## src/rtl/crp_pkg.sv

```systemverilog
// Package for the call/return profiler: sizes, action and status codes,
// and the item type passed from front to back. No dependencies.
package crp_pkg;
  localparam int StackDepth   = 256;
  localparam int TableEntries = 256;
  localparam int SpW  = $clog2(StackDepth + 1);
  localparam int SaW  = $clog2(StackDepth);
  localparam int CntW = $clog2(TableEntries + 1);
  localparam int TiW  = $clog2(TableEntries);
  localparam int QDepth = 2;

  typedef enum logic [1:0] {
    ActEnter = 2'd0, ActExit = 2'd1, ActRead = 2'd2, ActClear = 2'd3
  } action_e;

  typedef enum logic [2:0] {
    StOk = 3'd0, StDisabled = 3'd1, StStackFull = 3'd2, StStackEmpty = 3'd3,
    StTableFull = 3'd4, StBadIndex = 3'd5
  } status_e;

  // Work handed to the back part.
  typedef struct packed {
    logic [1:0]      op;      // ActExit, ActRead, ActClear or none (ActEnter)
    status_e         status;
    logic [63:0]     fn;
    logic [63:0]     elapsed;
    logic [7:0]      ridx;
    logic [SpW-1:0]  depth;
  } job_t;
endpackage

```

## src/rtl/crp_queue.sv

```systemverilog
// Short queue between front and back parts. Depends on crp_pkg.
module crp_queue (
  input  logic          clk_i,
  input  logic          rst_ni,
  input  logic          wvalid_i,
  output logic          wready_o,
  input  crp_pkg::job_t wdata_i,
  output logic          rvalid_o,
  input  logic          rready_i,
  output crp_pkg::job_t rdata_o
);
  import crp_pkg::*;
  localparam int PW = $clog2(QDepth);
  job_t mem_q [QDepth];
  logic [PW-1:0] wp_q, rp_q;
  logic [PW:0] cnt_q;
  logic wr, rd;

  assign wready_o = cnt_q != (PW+1)'(QDepth);
  assign rvalid_o = cnt_q != '0;
  assign rdata_o  = mem_q[rp_q];
  assign wr = wvalid_i && wready_o;
  assign rd = rvalid_o && rready_i;

  always_ff @(posedge clk_i or negedge rst_ni) begin
    if (!rst_ni) begin
      wp_q <= '0; rp_q <= '0; cnt_q <= '0;
    end else begin
      if (wr) wp_q <= wp_q + 1'b1;
      if (rd) rp_q <= rp_q + 1'b1;
      cnt_q <= cnt_q + (PW+1)'(wr) - (PW+1)'(rd);
    end
  end
  always_ff @(posedge clk_i) if (wr) mem_q[wp_q] <= wdata_i;
endmodule

```

## config.mk

```make
export PLATFORM = sky130hd
export DESIGN_NAME = crp_queue
export DESIGN_NICKNAME = d
export VERILOG_FILES = /design/src/rtl/crp_pkg.sv /design/src/rtl/crp_queue.sv
export SDC_FILE = /design/constraint.sdc
export NUM_CORES = 1
export LEC_CHECK = 0
export BUFFER_PORTS_ARGS = -buffer_cell sky130_fd_sc_hd__buf_4
export CAP_MARGIN = 20
export CORE_ASPECT_RATIO = 0.8
export CORE_MARGIN = 4
export CORE_UTILIZATION = 25
export CTS_CLUSTER_SIZE = 16
export DETAILED_ROUTE_END_ITERATION = 7
export SLEW_MARGIN = 15
export SYNTH_ARGS = -nofsm -noshare
export SYNTH_HDL_FRONTEND = slang
export SYNTH_SLANG_ARGS = --single-unit
export TNS_END_PERCENT = 20
```

## constraint.sdc

```tcl
create_clock -name clk_i -period 15.2 [get_ports clk_i]
set_input_delay 0.76 -clock clk_i [delete_from_list [all_inputs] [get_ports clk_i]]
set_output_delay 0.76 -clock clk_i [all_outputs]
set_load 0.005 [all_outputs]
```

# ---- After elaboration in Yosys (flattened, before gate mapping)
# Memory sizes are Yosys's and may differ from the RTL's.
# Cells that the tools add are included.
dict set report word_totals {
  ff_bits 4
  ramBits 300
  in_bits 154
  out_inout_bits 152
  word_cells 14
  mem_count 1
}
dict set report op_classes {
  n_addsub 4
  eq_ne 1
  muxes 2
  reduce_logical 3
}
# name depth word_bits read_ports rd_clocked_by_memory_dff write_ports line_no
set memory_table {}
lappend memory_table {mem_q 2 150 1 0 1 crp_queue.sv:14} ;# job_t mem_q [QDepth];
# cell count
set ops {}
lappend ops {{$add 1x1->1 const B} 2}
lappend ops {{$add 2x1->2} 1}
lappend ops {{$logic_and 1x1->1} 2}
lappend ops {{$mux 1} 2}
lappend ops {{$ne 2x2->1 const B} 1}
lappend ops {{$reduce_bool 2->1} 1}
lappend ops {{$sub 2x1->2} 1}

# ---- Logic depth before layout (Yosys ltp)
# Gate-level depths: netlist of run 1.
dict set report logic_depth {
  ltp_word 4
  ltp_mapped 5
  mapped_depth_nobuf 5
}

# ---- Worst setup path before layout of run 1
# OpenSTA, ideal clock, no wires.
dict set report synth_timing {
  kind {input port to flip-flop}
  start {in wvalid_i}
  end {mem mem_q[0][0] in the netlist's numbering (enable)}
  arrival_time_ns 7.061
  required_ns 14.539
  path_slack_ns 7.478
  stages 2
  n_path_buf 0
  cell_sequence {nand2_1 > nor2_1}
}
dict set report synth_between {
  elab_chain_cells 3
}
# element line_no
set synth_rtl {}
lappend synth_rtl {{start, declared} crp_queue.sv:5} ;# input logic wvalid_i,
lappend synth_rtl {{$logic_and 1x1->1} crp_queue.sv:22} ;# assign wr = wvalid_i && wready_o;
lappend synth_rtl {{$mux 1} crp_queue.sv:34} ;# always_ff @(posedge clk_i) if (wr) mem_q[wp_q] <= wdata_i;
lappend synth_rtl {{$mux 1 (implied by the code)} crp_queue.sv:34}
lappend synth_rtl {{end, declared} crp_queue.sv:14}
# No other way between the ends.

==> results of run 1 <==
==> sequential cells by signal, indices dropped and copies added (netlist names) <==
register and flops:
rp_q 1, wp_q 1, cnt_q 2, mem_q 300
==> worst paths after layout <==
| path | cells past startpoint | startpoint | endpoint |
|---|---|---|---|
| max | 3 | rp_q$_DFFE_PN0P_ | rdata_o[50] |
| min | 1 | wdata_i[33] | mem_q[0][33]$_DFFE_PP_ |
| max reg2reg | 4 | cnt_q[0]$_DFF_PN0_ | mem_q[0][110]$_DFFE_PP_ |
| min reg2reg | 1 | wp_q$_DFFE_PN0P_ | wp_q$_DFFE_PN0P_ |
| max in group asynchronous | 2 | rst_ni | rp_q$_DFFE_PN0P_ |
| min in group asynchronous | 2 | rst_ni | cnt_q[0]$_DFF_PN0_ |
==> through the flow <==
step	total power, mW	util [%]
2_1_floorplan	1.75	-
3_5_place_dp	2.14	32.1
6_report	2.84	34.4
3_3_place_gp	2.13	32.1
4_1_cts	2.91	34.4
5_1_grt	3.00	34.4
==> cell usage after synthesis, drive strengths merged <==
master    n  area share (%)
a211oi    1           0.066
mux2    150              18
nand3     1           0.044
nor2      3           0.099
nand2     2           0.066
xnor2     3            0.23
dfrtp     4            0.88
o21ai     1           0.044
nor2b     1           0.055
a32oi     1           0.077
buf      17             1.3
edfxtp  300              79
or2       1           0.055
a21bo     1           0.088
nand2b    1           0.055
and3      1           0.055
ha        1            0.11
==> layer usage <==
metal | share of wire [%] | up-vias | track usage [%]
met2 | 46 | 223 | 14.6
li1 | - | 2607 | -
met3 | 11 | 40 | 4.51
met4 | 2.7 | 0 | 2.33
met1 | 41 | 2778 | 11.5
met5 | 0 | - | 0
==> final cells by class <==
| class | instances | area, µm² | share of cell area, % |
|---|---|---|---|
| Timing Repair Buffer | 312 | 2340 | 15.3 |
| Multi-Input combinational cell | 168 | 2160 | 14.0 |
| Sequential cell | 304 | 9110 | 59.3 |
| Clock buffer | 35 | 791 | 5.14 |
| Clock inverter | 22 | 209 | 1.36 |
| Tap cell | 603 | 754 | 4.91 |
==> report_power, final <==
| part | switching, mW | internal, mW |
|---|---|---|
| sequential | 0.0790 | 1.15 |
| clock | 0.306 | 0.440 |
| combinational | 0.363 | 0.508 |
==> kinds of logic after synthesis <==
group / share of synthesized area, %
AO/OA/AOI/OAI: 0.274
XOR/XNOR: 0.230
adder cells (fa/ha/maj): 0.110
buffers and inverters: 1.35
flip-flops: 79.8
multiplexers: 17.8
AND/OR/NAND/NOR: 0.428
==> timing repair <==
action | CTS | global route
hold buffers | 1 | 0
hold endpoints to repair | 4 | 0
setup buffers | 0 | 0
==> metrics.csv, run 1 <==
stage,metric,value,unit
run_status,status,"finished, final reports clean",
yosys,post-synthesis sequential area ratio,79.8,%
timing,crit path time final,3.86,ns
timing,clk_skew,0.00490,ns
layout,area grow syn2layout,34.7,%
grt,GRT Util Overall,9.27,%
layout,final instance area,15400,µm²
layout,NumNets Final,972,
die,Die Width,247,µm
timing,slew margin rel.,28.8,%
timing,unrepaired setup endpoints after global routing,false,
power_and_ir_drop,Worst IR Drop VDD,0.000115,V
drt,routed wire length,24.3,mm
grt,initial antenna violation count,0,
clock_tree,Sinks on Clock Net,304,
place,Area after DPL,14400,µm²
yosys,synth warn,0,
die,# rows,69,
clock_tree,Max Root-Sink Buffers,3,
yosys,Unique masters post-synth,19,
setup_path,"delay-heaviest family, CP",buffers and inverters,
timing,Final Cycle Share,25.4,%
die,core box area,44700,µm²
timing,Hold WS,0.389,ns
place,# placed instances,1386,
setup_path,critical path's largest stage delay,1.01,ns
setup_path,Worst Setup End Kind,output port,
yosys,mapped cell area,11400,µm²
setup_path,critical-path maximum fanout,57,
timing,setup tns final,0,ns
drt,initial drt markers,181,
yosys,Synth Register Bits,304,
die,die area,49100,µm²
timing,Slew Limit Fails,0,
clock_tree,CTS tree,yes,
setup_path,WP buf/inv,2,
place,port bufs,305,
clock_tree,Skew-Pair Late Insertion Delay,0.55,ns
place,GP Congestion,0.720,
setup_path,Crit path arrival time,3.10,ns
drt,vias per inst,3.91,
layout,"commonest non-fill, non-tap cell in the layout",buf_4,
worst_hold_path,min-delay worst type,in -> reg,
timing,setup ws final,11.34,ns
layout,share of cells above drive strength 1,61.0,%
yosys,syn nets,644,
drt,DRC,0,
grt,maximum number of pins on one net before global-route repair,70,
die,I/O pins,306,
clock_tree,H-tree levels,1,
power_and_ir_drop,Pwr Density,185,nW/µm²
drt,Antenna Violating Nets Remaining,0,
drt,DRT Pass-1 Iters,5,
grt,grt ovf,0,
setup_path,WS Path Type,reg -> out,
layout,n_diodes,0,
clock_tree,# resized after CTS,0,
clock_tree,root buffer cell,clkbuf_16,
die,DIE HEIGHT,199,µm
layout,fillcell total,4305,
drt,WL/cell,16.8,µm
power_and_ir_drop,Leak,5.86,nW
die,Initial Util,25.5,%
layout,fin cells,1444,
timing,"Hold Vio Cnt, Final",0,
place,placed wire-length estimate,16.5,mm
grt,first-pass GRT wire length,35.3,mm
timing,Slew @ Worst Pin,1.07,ns
setup_path,CP required,14.44,ns
place,pre-CTS setup slack,11.89,ns
setup_path,Critical Path Slowest Stage Cell,dfrtp_4,
setup_path,Startpoint Class,flop,
timing,FMAX,0.259,GHz
grt,number of global-route vias before repair,6034,
clock_tree,"Reg clk slew, reported paths",0.06,ns
layout,most frequent cells in the layout,"311 x buf_4, 300 x edfxtp_1, 90 x mux2_4",
yosys,Synth Area per Inst,23.3,µm²
setup_path,most frequent cell on the critical path,buf_4,
setup_path,crit-path cells,"buf_4, mux2_4, buf_4",
setup_path,reg2reg setup slack,12.69,ns
flow_run,max-cap violations,0,
drt,Vias,5648,
clock_tree,TritonCTS buffer count,31,
yosys,Cells after Synth,489,
timing,setup violators final,0,
Note: power is estimated with default switching activity, not from simulation.
==> run 2, diff against run 1 <==
==> constraint.sdc (replaced) <==
create_clock -name clk_i -period 3.35 [get_ports clk_i]
set_input_delay 0.1675 -clock clk_i [delete_from_list [all_inputs] [get_ports clk_i]]
set_output_delay 0.1675 -clock clk_i [all_outputs]
set_load 0.005 [all_outputs]
==> run 2 against run 1 <==
  * Clock power increased to 4.8 times the previous value
  * Die area unchanged
  * Via count increased by 11%
  * Global-route usage increased by 0.81 points
  * Sequential share of layout area decreased by 6.0 points
  * Register-to-register slack got worse by 11 ns
  * Setup slack got worse by 11 ns
  * Final cell count increased by 11%
  * Count of clock-buffer cells in the layout increased by 6
  * Highest routed layer unchanged
  * Utilization increased by 3.9 points
  * Cell area increased by 11%
  * Total power increased to 4.7 times the previous value
==> metrics.csv, run 2 (synthesis results as in run 1) <==
stage,metric,value,unit,change
layout,"commonest non-fill, non-tap cell in the layout",buf_4,,
power_and_ir_drop,Clock power frac,26.8,%,+0.6 points
die,Initial Util,25.5,%,unchanged
layout,Reg with most FFs,mem_q,,
drt,Antenna Violating Nets Remaining,0,,unchanged
layout,fin cells,1609,,+11%
layout,NumNets Final,1134,,+17%
clock_tree,# resized after CTS,0,,unchanged
drt,vias per inst,3.88,,-0.71%
setup_path,WS Path Type,reg -> out,,
place,# placed instances,1392,,+0.43%
clock_tree,H-tree levels,2,,+1
drt,routed wire length,25.7,mm,+6.0%
worst_hold_path,min-delay worst type,in -> reg,,
clock_tree,Max Root-Sink Buffers,3,,unchanged
drt,initial drt markers,297,,+64%
timing,Hold WS,0.376,ns,-0.0127 ns
setup_path,reg2reg setup slack,1.33,ns,-11.36 ns
timing,setup violators final,0,,unchanged
drt,WL/cell,16.0,µm,-4.9%
setup_path,reg2reg start,cnt_q[0]$_DFF_PN0_,,
place,GP Congestion,0.702,,-2.5%
setup_path,Startpoint Class,flop,,
power_and_ir_drop,Logic pwr share,32.4,%,+1.8 points
die,core box area,44700,µm²,unchanged
grt,maximum number of pins on one net before global-route repair,69,,-1.4%
setup_path,Crit path arrival time,2.36,ns,-0.74 ns
timing,slew margin rel.,53.5,%,+25 points
timing,Slew Limit Fails,0,,unchanged
power_and_ir_drop,Final Power,13.4,mW,+370%
worst_hold_path,Hold Crit Depth,2,,+1
die,# rows,69,,unchanged
layout,fillcell total,4115,,-4.4%
layout,Largest register FFs,300,,unchanged
clock_tree,"Reg clk slew, reported paths",0.06,ns,about the same
setup_path,critical-path maximum fanout,68,,+19%
clock_tree,TritonCTS buffer count,34,,+9.7%
layout,Post-Route Utilization,38.3,%,+3.9 points
power_and_ir_drop,Net Sw Frac,26.5,%,+0.18 points
run_status,status,"finished, final reports clean",,
die,die area,49100,µm²,unchanged
power_and_ir_drop,NetSw,3.55,mW,+370%
drt,Vias,6249,,+11%
power_and_ir_drop,Worst IR Drop VDD,0.000541,V,+370%
layout,share of cells above drive strength 1,51.8,%,-9.2 points
setup_path,CP required,3.18,ns,-11.26 ns
setup_path,worst setup path endpoint,rdata_o[1],,
clock_tree,CTS tree,yes,,
die,Die Width,247,µm,unchanged
timing,Slew @ Worst Pin,0.698,ns,-0.370 ns
setup_path,Worst Setup End Kind,output port,,
grt,number of global-route vias before repair,6819,,+13%
place,placed wire-length estimate,16.5,mm,about the same
flow_run,max-cap violations,0,,unchanged
timing,"Hold Vio Cnt, Final",0,,unchanged
power_and_ir_drop,Pwr Density,783,nW/µm²,+320%
setup_path,cells on worst reg2reg path,3,,-1
layout,area of the multi-input gates,2160,µm²,unchanged
power_and_ir_drop,Internal,9.85,mW,+370%
clock_tree,Sinks on Clock Net,304,,unchanged
layout,area grow syn2layout,50.0,%,
timing,unrepaired setup endpoints after global routing,false,,
power_and_ir_drop,sequential power share,40.8,%,-2.4 points
grt,GRT Util Overall,10.1,%,+0.81 points
timing,Final Cycle Share,75.6,%,
drt,DRT Pass-1 Iters,4,,-1
power_and_ir_drop,Leak,6.59,nW,+13%
timing,crit path time final,2.53,ns,
layout,register area,9110,µm²,unchanged
grt,first-pass GRT wire length,38.2,mm,+8.4%
layout,biggest regs,"mem_q: 300 flops, cnt_q: 2 flops",,
die,I/O pins,306,,unchanged
setup_path,R2R Path End,mem_q[1][134]$_DFFE_PP_,,
timing,clk_skew,0.0152,ns,+0.0103 ns
setup_path,Critical Path Source,rp_q$_DFFE_PN0P_,,
clock_tree,root buffer cell,clkbuf_16,,
clock_tree,Skew-Pair Late Insertion Delay,0.52,ns,-0.03 ns
place,port bufs,305,,unchanged
drt,DRC,0,,unchanged
grt,grt ovf,0,,unchanged
grt,initial antenna violation count,2,,+2
timing,FMAX,0.395,GHz,
die,DIE HEIGHT,199,µm,unchanged
layout,most frequent cells in the layout,"311 x buf_4, 300 x edfxtp_1, 154 x dlygate4sd3_1",,
run 2: through the flow:
step,area [µm²],TNS (ns),setup slack (ns)
final,17100,0,0.818
after global routing,17100,0,0.715
after global placement,14500,0,1.36
after floorplan,11400,-188.75,-1.26
after detailed placement,14500,0,1.29
after CTS,17100,0,0.771
run 2: worst min-delay path by stage:
stage,startpoint,to
finish,wdata_i[13],mem_q[1][13]$_DFFE_PP_
global route,wdata_i[60],mem_q[1][60]$_DFFE_PP_
CTS,wdata_i[126],mem_q[0][126]$_DFFE_PP_
detailed placement,rst_ni,cnt_q[0]$_DFF_PN0_
global placement,rst_ni,cnt_q[0]$_DFF_PN0_
floorplan,rst_ni,cnt_q[0]$_DFF_PN0_
run 2: cell type report:
type / instances / area share [%]
flip-flops and latches: 304 / 53.2
clock inverters: 20 / 0.855
repair buffers: 471 / 23.4
multi-input cells: 168 / 12.6
clock buffers: 41 / 5.50
well taps: 603 / 4.41
diodes: 2 / 0.0292
run 2: what timing repair did:
item | CTS | global route
endpoints found under the hold margin | 307 | 0
setup buffers | 0 | 0
hold buffers | 154 | 0
endpoints found under the setup margin | 0 | 0
run 2: layer usage:
| layer | part of all wire (%) | GRT usage [%] | wire length (µm) |
|---|---|---|---|
| met2 | 48 | 16.4 | 12200 |
| met5 | 0 | 0 | 0 |
| met1 | 42 | 12.4 | 10800 |
| met4 | 2.0 | 3.21 | 511 |
| met3 | 8.7 | 3.86 | 2230 |
run 2: worst max-delay path, stage by stage (launching register included):
cell     delay [ns]
dfrtp_4        0.76
buf_12         0.39
mux2_2         0.41
buf_4          0.14
run 2: power groups by stage:
stage          registers, mW  clock network, mW  logic (mW)
2_1_floorplan           5.52                  0        2.36
3_3_place_gp            5.53                  0        4.26
3_5_place_dp            5.56                  0        4.29
4_1_cts                 5.49               3.75        4.45
5_1_grt                 5.55               3.89        4.68
6_report                5.47               3.59        4.34
==> run 3, diff against run 2 <==
==> constraint.sdc (replaced) <==
create_clock -name clk_i -period 2.5 [get_ports clk_i]
set_input_delay 0.125 -clock clk_i [delete_from_list [all_inputs] [get_ports clk_i]]
set_output_delay 0.125 -clock clk_i [all_outputs]
set_load 0.005 [all_outputs]
==> run 3 against run 2 <==
  * Critical path depth unchanged
  * Clock skew up 0.00089 ns
  * First-iteration DRC count down 23%
  * Largest power group unchanged
==> metrics.csv, run 3 (synthesis results as in run 1) <==
stage,metric,value,unit,change
setup_path,crit-path cells,"buf_12, mux2_4, buf_4",,
timing,Hold WS,0.289,ns,-0.0869 ns
flow_run,max-cap violations,0,,unchanged
layout,area grow syn2layout,49.9,%,
timing,crit path time final,2.31,ns,
place,# placed instances,1400,,+0.57%
drt,Vias,6333,,+1.3%
drt,routed wire length,25.7,mm,about the same
timing,"Hold Vio Cnt, Final",0,,unchanged
worst_hold_path,Hold Crit Start,wdata_i[3],,
drt,Antenna Violating Nets Remaining,0,,unchanged
place,placed wire-length estimate,16.4,mm,-0.92%
clock_tree,H-tree levels,1,,-1
drt,vias per inst,3.93,,+1.2%
die,Initial Util,25.5,%,unchanged
setup_path,"delay-heaviest family, CP",flip-flops,,
layout,Post-Route Utilization,38.2,%,-0.039 points
timing,Slew Limit Fails,0,,unchanged
worst_hold_path,Hold Path Sink,mem_q[0][3]$_DFFE_PP_,,
clock_tree,Max Root-Sink Buffers,3,,unchanged
worst_hold_path,Hold Crit Depth,2,,unchanged
timing,unrepaired setup endpoints after global routing,false,,
setup_path,CP required,2.38,ns,-0.80 ns
timing,Final Cycle Share,92.4,%,
clock_tree,Skew-Pair Late Insertion Delay,0.56,ns,+0.04 ns
drt,initial drt markers,228,,-23%
setup_path,Critical Path Slowest Stage Cell,dfrtp_4,,
grt,initial antenna violation count,0,,-2
setup_path,WP buf/inv,2,,unchanged
setup_path,WS Path Type,reg -> out,,
grt,number of global-route vias before repair,6684,,-2.0%
layout,biggest regs,"mem_q: 300 flops, cnt_q: 2 flops",,
timing,Slew @ Worst Pin,0.546,ns,-0.152 ns
place,Area after DPL,14600,µm²,+0.52%
drt,DRT Pass-1 Iters,4,,unchanged
power_and_ir_drop,Pwr Density,1040,nW/µm²,+33%
clock_tree,"Reg clk slew, reported paths",0.06,ns,about the same
timing,clk_skew,0.0161,ns,+0.000893 ns
timing,setup violators final,0,,unchanged
setup_path,critical path's largest stage delay,0.72,ns,-0.04 ns
timing,FMAX,0.433,GHz,
clock_tree,Sinks on Clock Net,304,,unchanged
power_and_ir_drop,Internal,13.1,mW,+33%
clock_tree,# resized after CTS,0,,unchanged
clock_tree,hold buffer count at cts,154,,unchanged
timing,slew margin rel.,63.6,%,+10 points
setup_path,reg2reg start,cnt_q[0]$_DFF_PN0_,,
power_and_ir_drop,Clock power frac,25.6,%,-1.2 points
run_status,status,"finished, final reports clean",,
worst_hold_path,min-delay worst type,in -> reg,,
place,GP Congestion,0.692,,-1.5%
grt,GRT Util Overall,9.79,%,-0.28 points
grt,first-pass GRT wire length,38.0,mm,-0.52%
power_and_ir_drop,sequential power share,41.1,%,+0.3 points
setup_path,Startpoint Class,flop,,
die,I/O pins,306,,unchanged
layout,Largest register FFs,300,,unchanged
drt,DRC,0,,unchanged
clock_tree,CTS tree,yes,,
layout,"commonest non-fill, non-tap cell in the layout",buf_4,,
die,die area,49100,µm²,unchanged
die,core box area,44700,µm²,unchanged
power_and_ir_drop,Worst IR Drop VDD,0.000637,V,+18%
layout,fin cells,1611,,+0.12%
place,port bufs,305,,unchanged
power_and_ir_drop,Net Sw Frac,26.6,%,+0.096 points
clock_tree,TritonCTS buffer count,31,,-8.8%
layout,final instance area,17100,µm²,-0.10%
grt,grt ovf,0,,unchanged
die,DIE HEIGHT,199,µm,unchanged
timing,setup ws final,0.190,ns,-0.628 ns
power_and_ir_drop,Logic pwr share,33.3,%,+0.9 points
die,Die Width,247,µm,unchanged
clock_tree,root buffer cell,clkbuf_16,,
setup_path,Crit path arrival time,2.19,ns,-0.17 ns
die,# rows,69,,unchanged
power_and_ir_drop,Leak,6.59,nW,about the same
layout,n_diodes,0,,-2
setup_path,reg2reg setup slack,0.75,ns,-0.58 ns
place,pre-CTS setup slack,0.746,ns,-0.539 ns
layout,share of cells above drive strength 1,52.5,%,+0.69 points
clock_tree,setup bufs post-CTS,0,,unchanged
setup_path,R2R Path End,mem_q[1][58]$_DFFE_PP_,,
power_and_ir_drop,Final Power,17.8,mW,+33%
layout,NumNets Final,1139,,+0.44%
timing,setup tns final,0,ns,unchanged
power_and_ir_drop,NetSw,4.73,mW,+33%
drt,WL/cell,16.0,µm,-0.19%
layout,Reg with most FFs,mem_q,,
setup_path,critical-path maximum fanout,44,,-35%
setup_path,cells on worst reg2reg path,3,,unchanged
grt,maximum number of pins on one net before global-route repair,81,,+17%
layout,most frequent cells in the layout,"319 x buf_4, 300 x edfxtp_1, 154 x dlygate4sd3_1",,
setup_path,Worst Setup End Kind,output port,,
[run 3: power groups by stage]
stage | logic [mW] | clock network [mW] | registers, mW
after global placement | 5.84 | 0 | 7.37
after floorplan | 3.18 | 0 | 7.34
final | 5.93 | 4.55 | 7.32
after detailed placement | 5.85 | 0 | 7.44
after global routing | 6.37 | 4.91 | 7.43
after CTS | 6.08 | 4.72 | 7.33
[run 3: final cells by class]
type	count	area (µm²)
multi-input cells	168	2170
flip-flops and latches	304	9110
clock inverters	22	209
well taps	603	754
clock buffers	35	791
fillers	4133	27600
repair buffers	479	4060
[run 3: routing by layer]
layer / vias up / wire length, µm / global-route usage [%]
met3: 34 / 2240 / 3.70
met1: 3135 / 10900 / 12.4
met2: 227 / 12000 / 16.0
met5: - / 0 / 0
met4: 0 / 623 / 2.46
li1: 2937 / - / -
[run 3: worst max path at each step]
stage                        from                     to  slack (ns)  cells after the start
6_report         rp_q$_DFFE_PN0P_           rdata_o[117]        0.19                      3
3_5_place_dp     rp_q$_DFFE_PN0P_           rdata_o[123]        0.75                      3
3_3_place_gp     rp_q$_DFFE_PN0P_           rdata_o[148]        0.78                      3
4_1_cts          rp_q$_DFFE_PN0P_           rdata_o[123]        0.12                      3
5_1_grt          rp_q$_DFFE_PN0P_           rdata_o[123]        0.08                      3
2_1_floorplan  cnt_q[0]$_DFF_PN0_  mem_q[0][0]$_DFFE_PP_       -0.77                      3
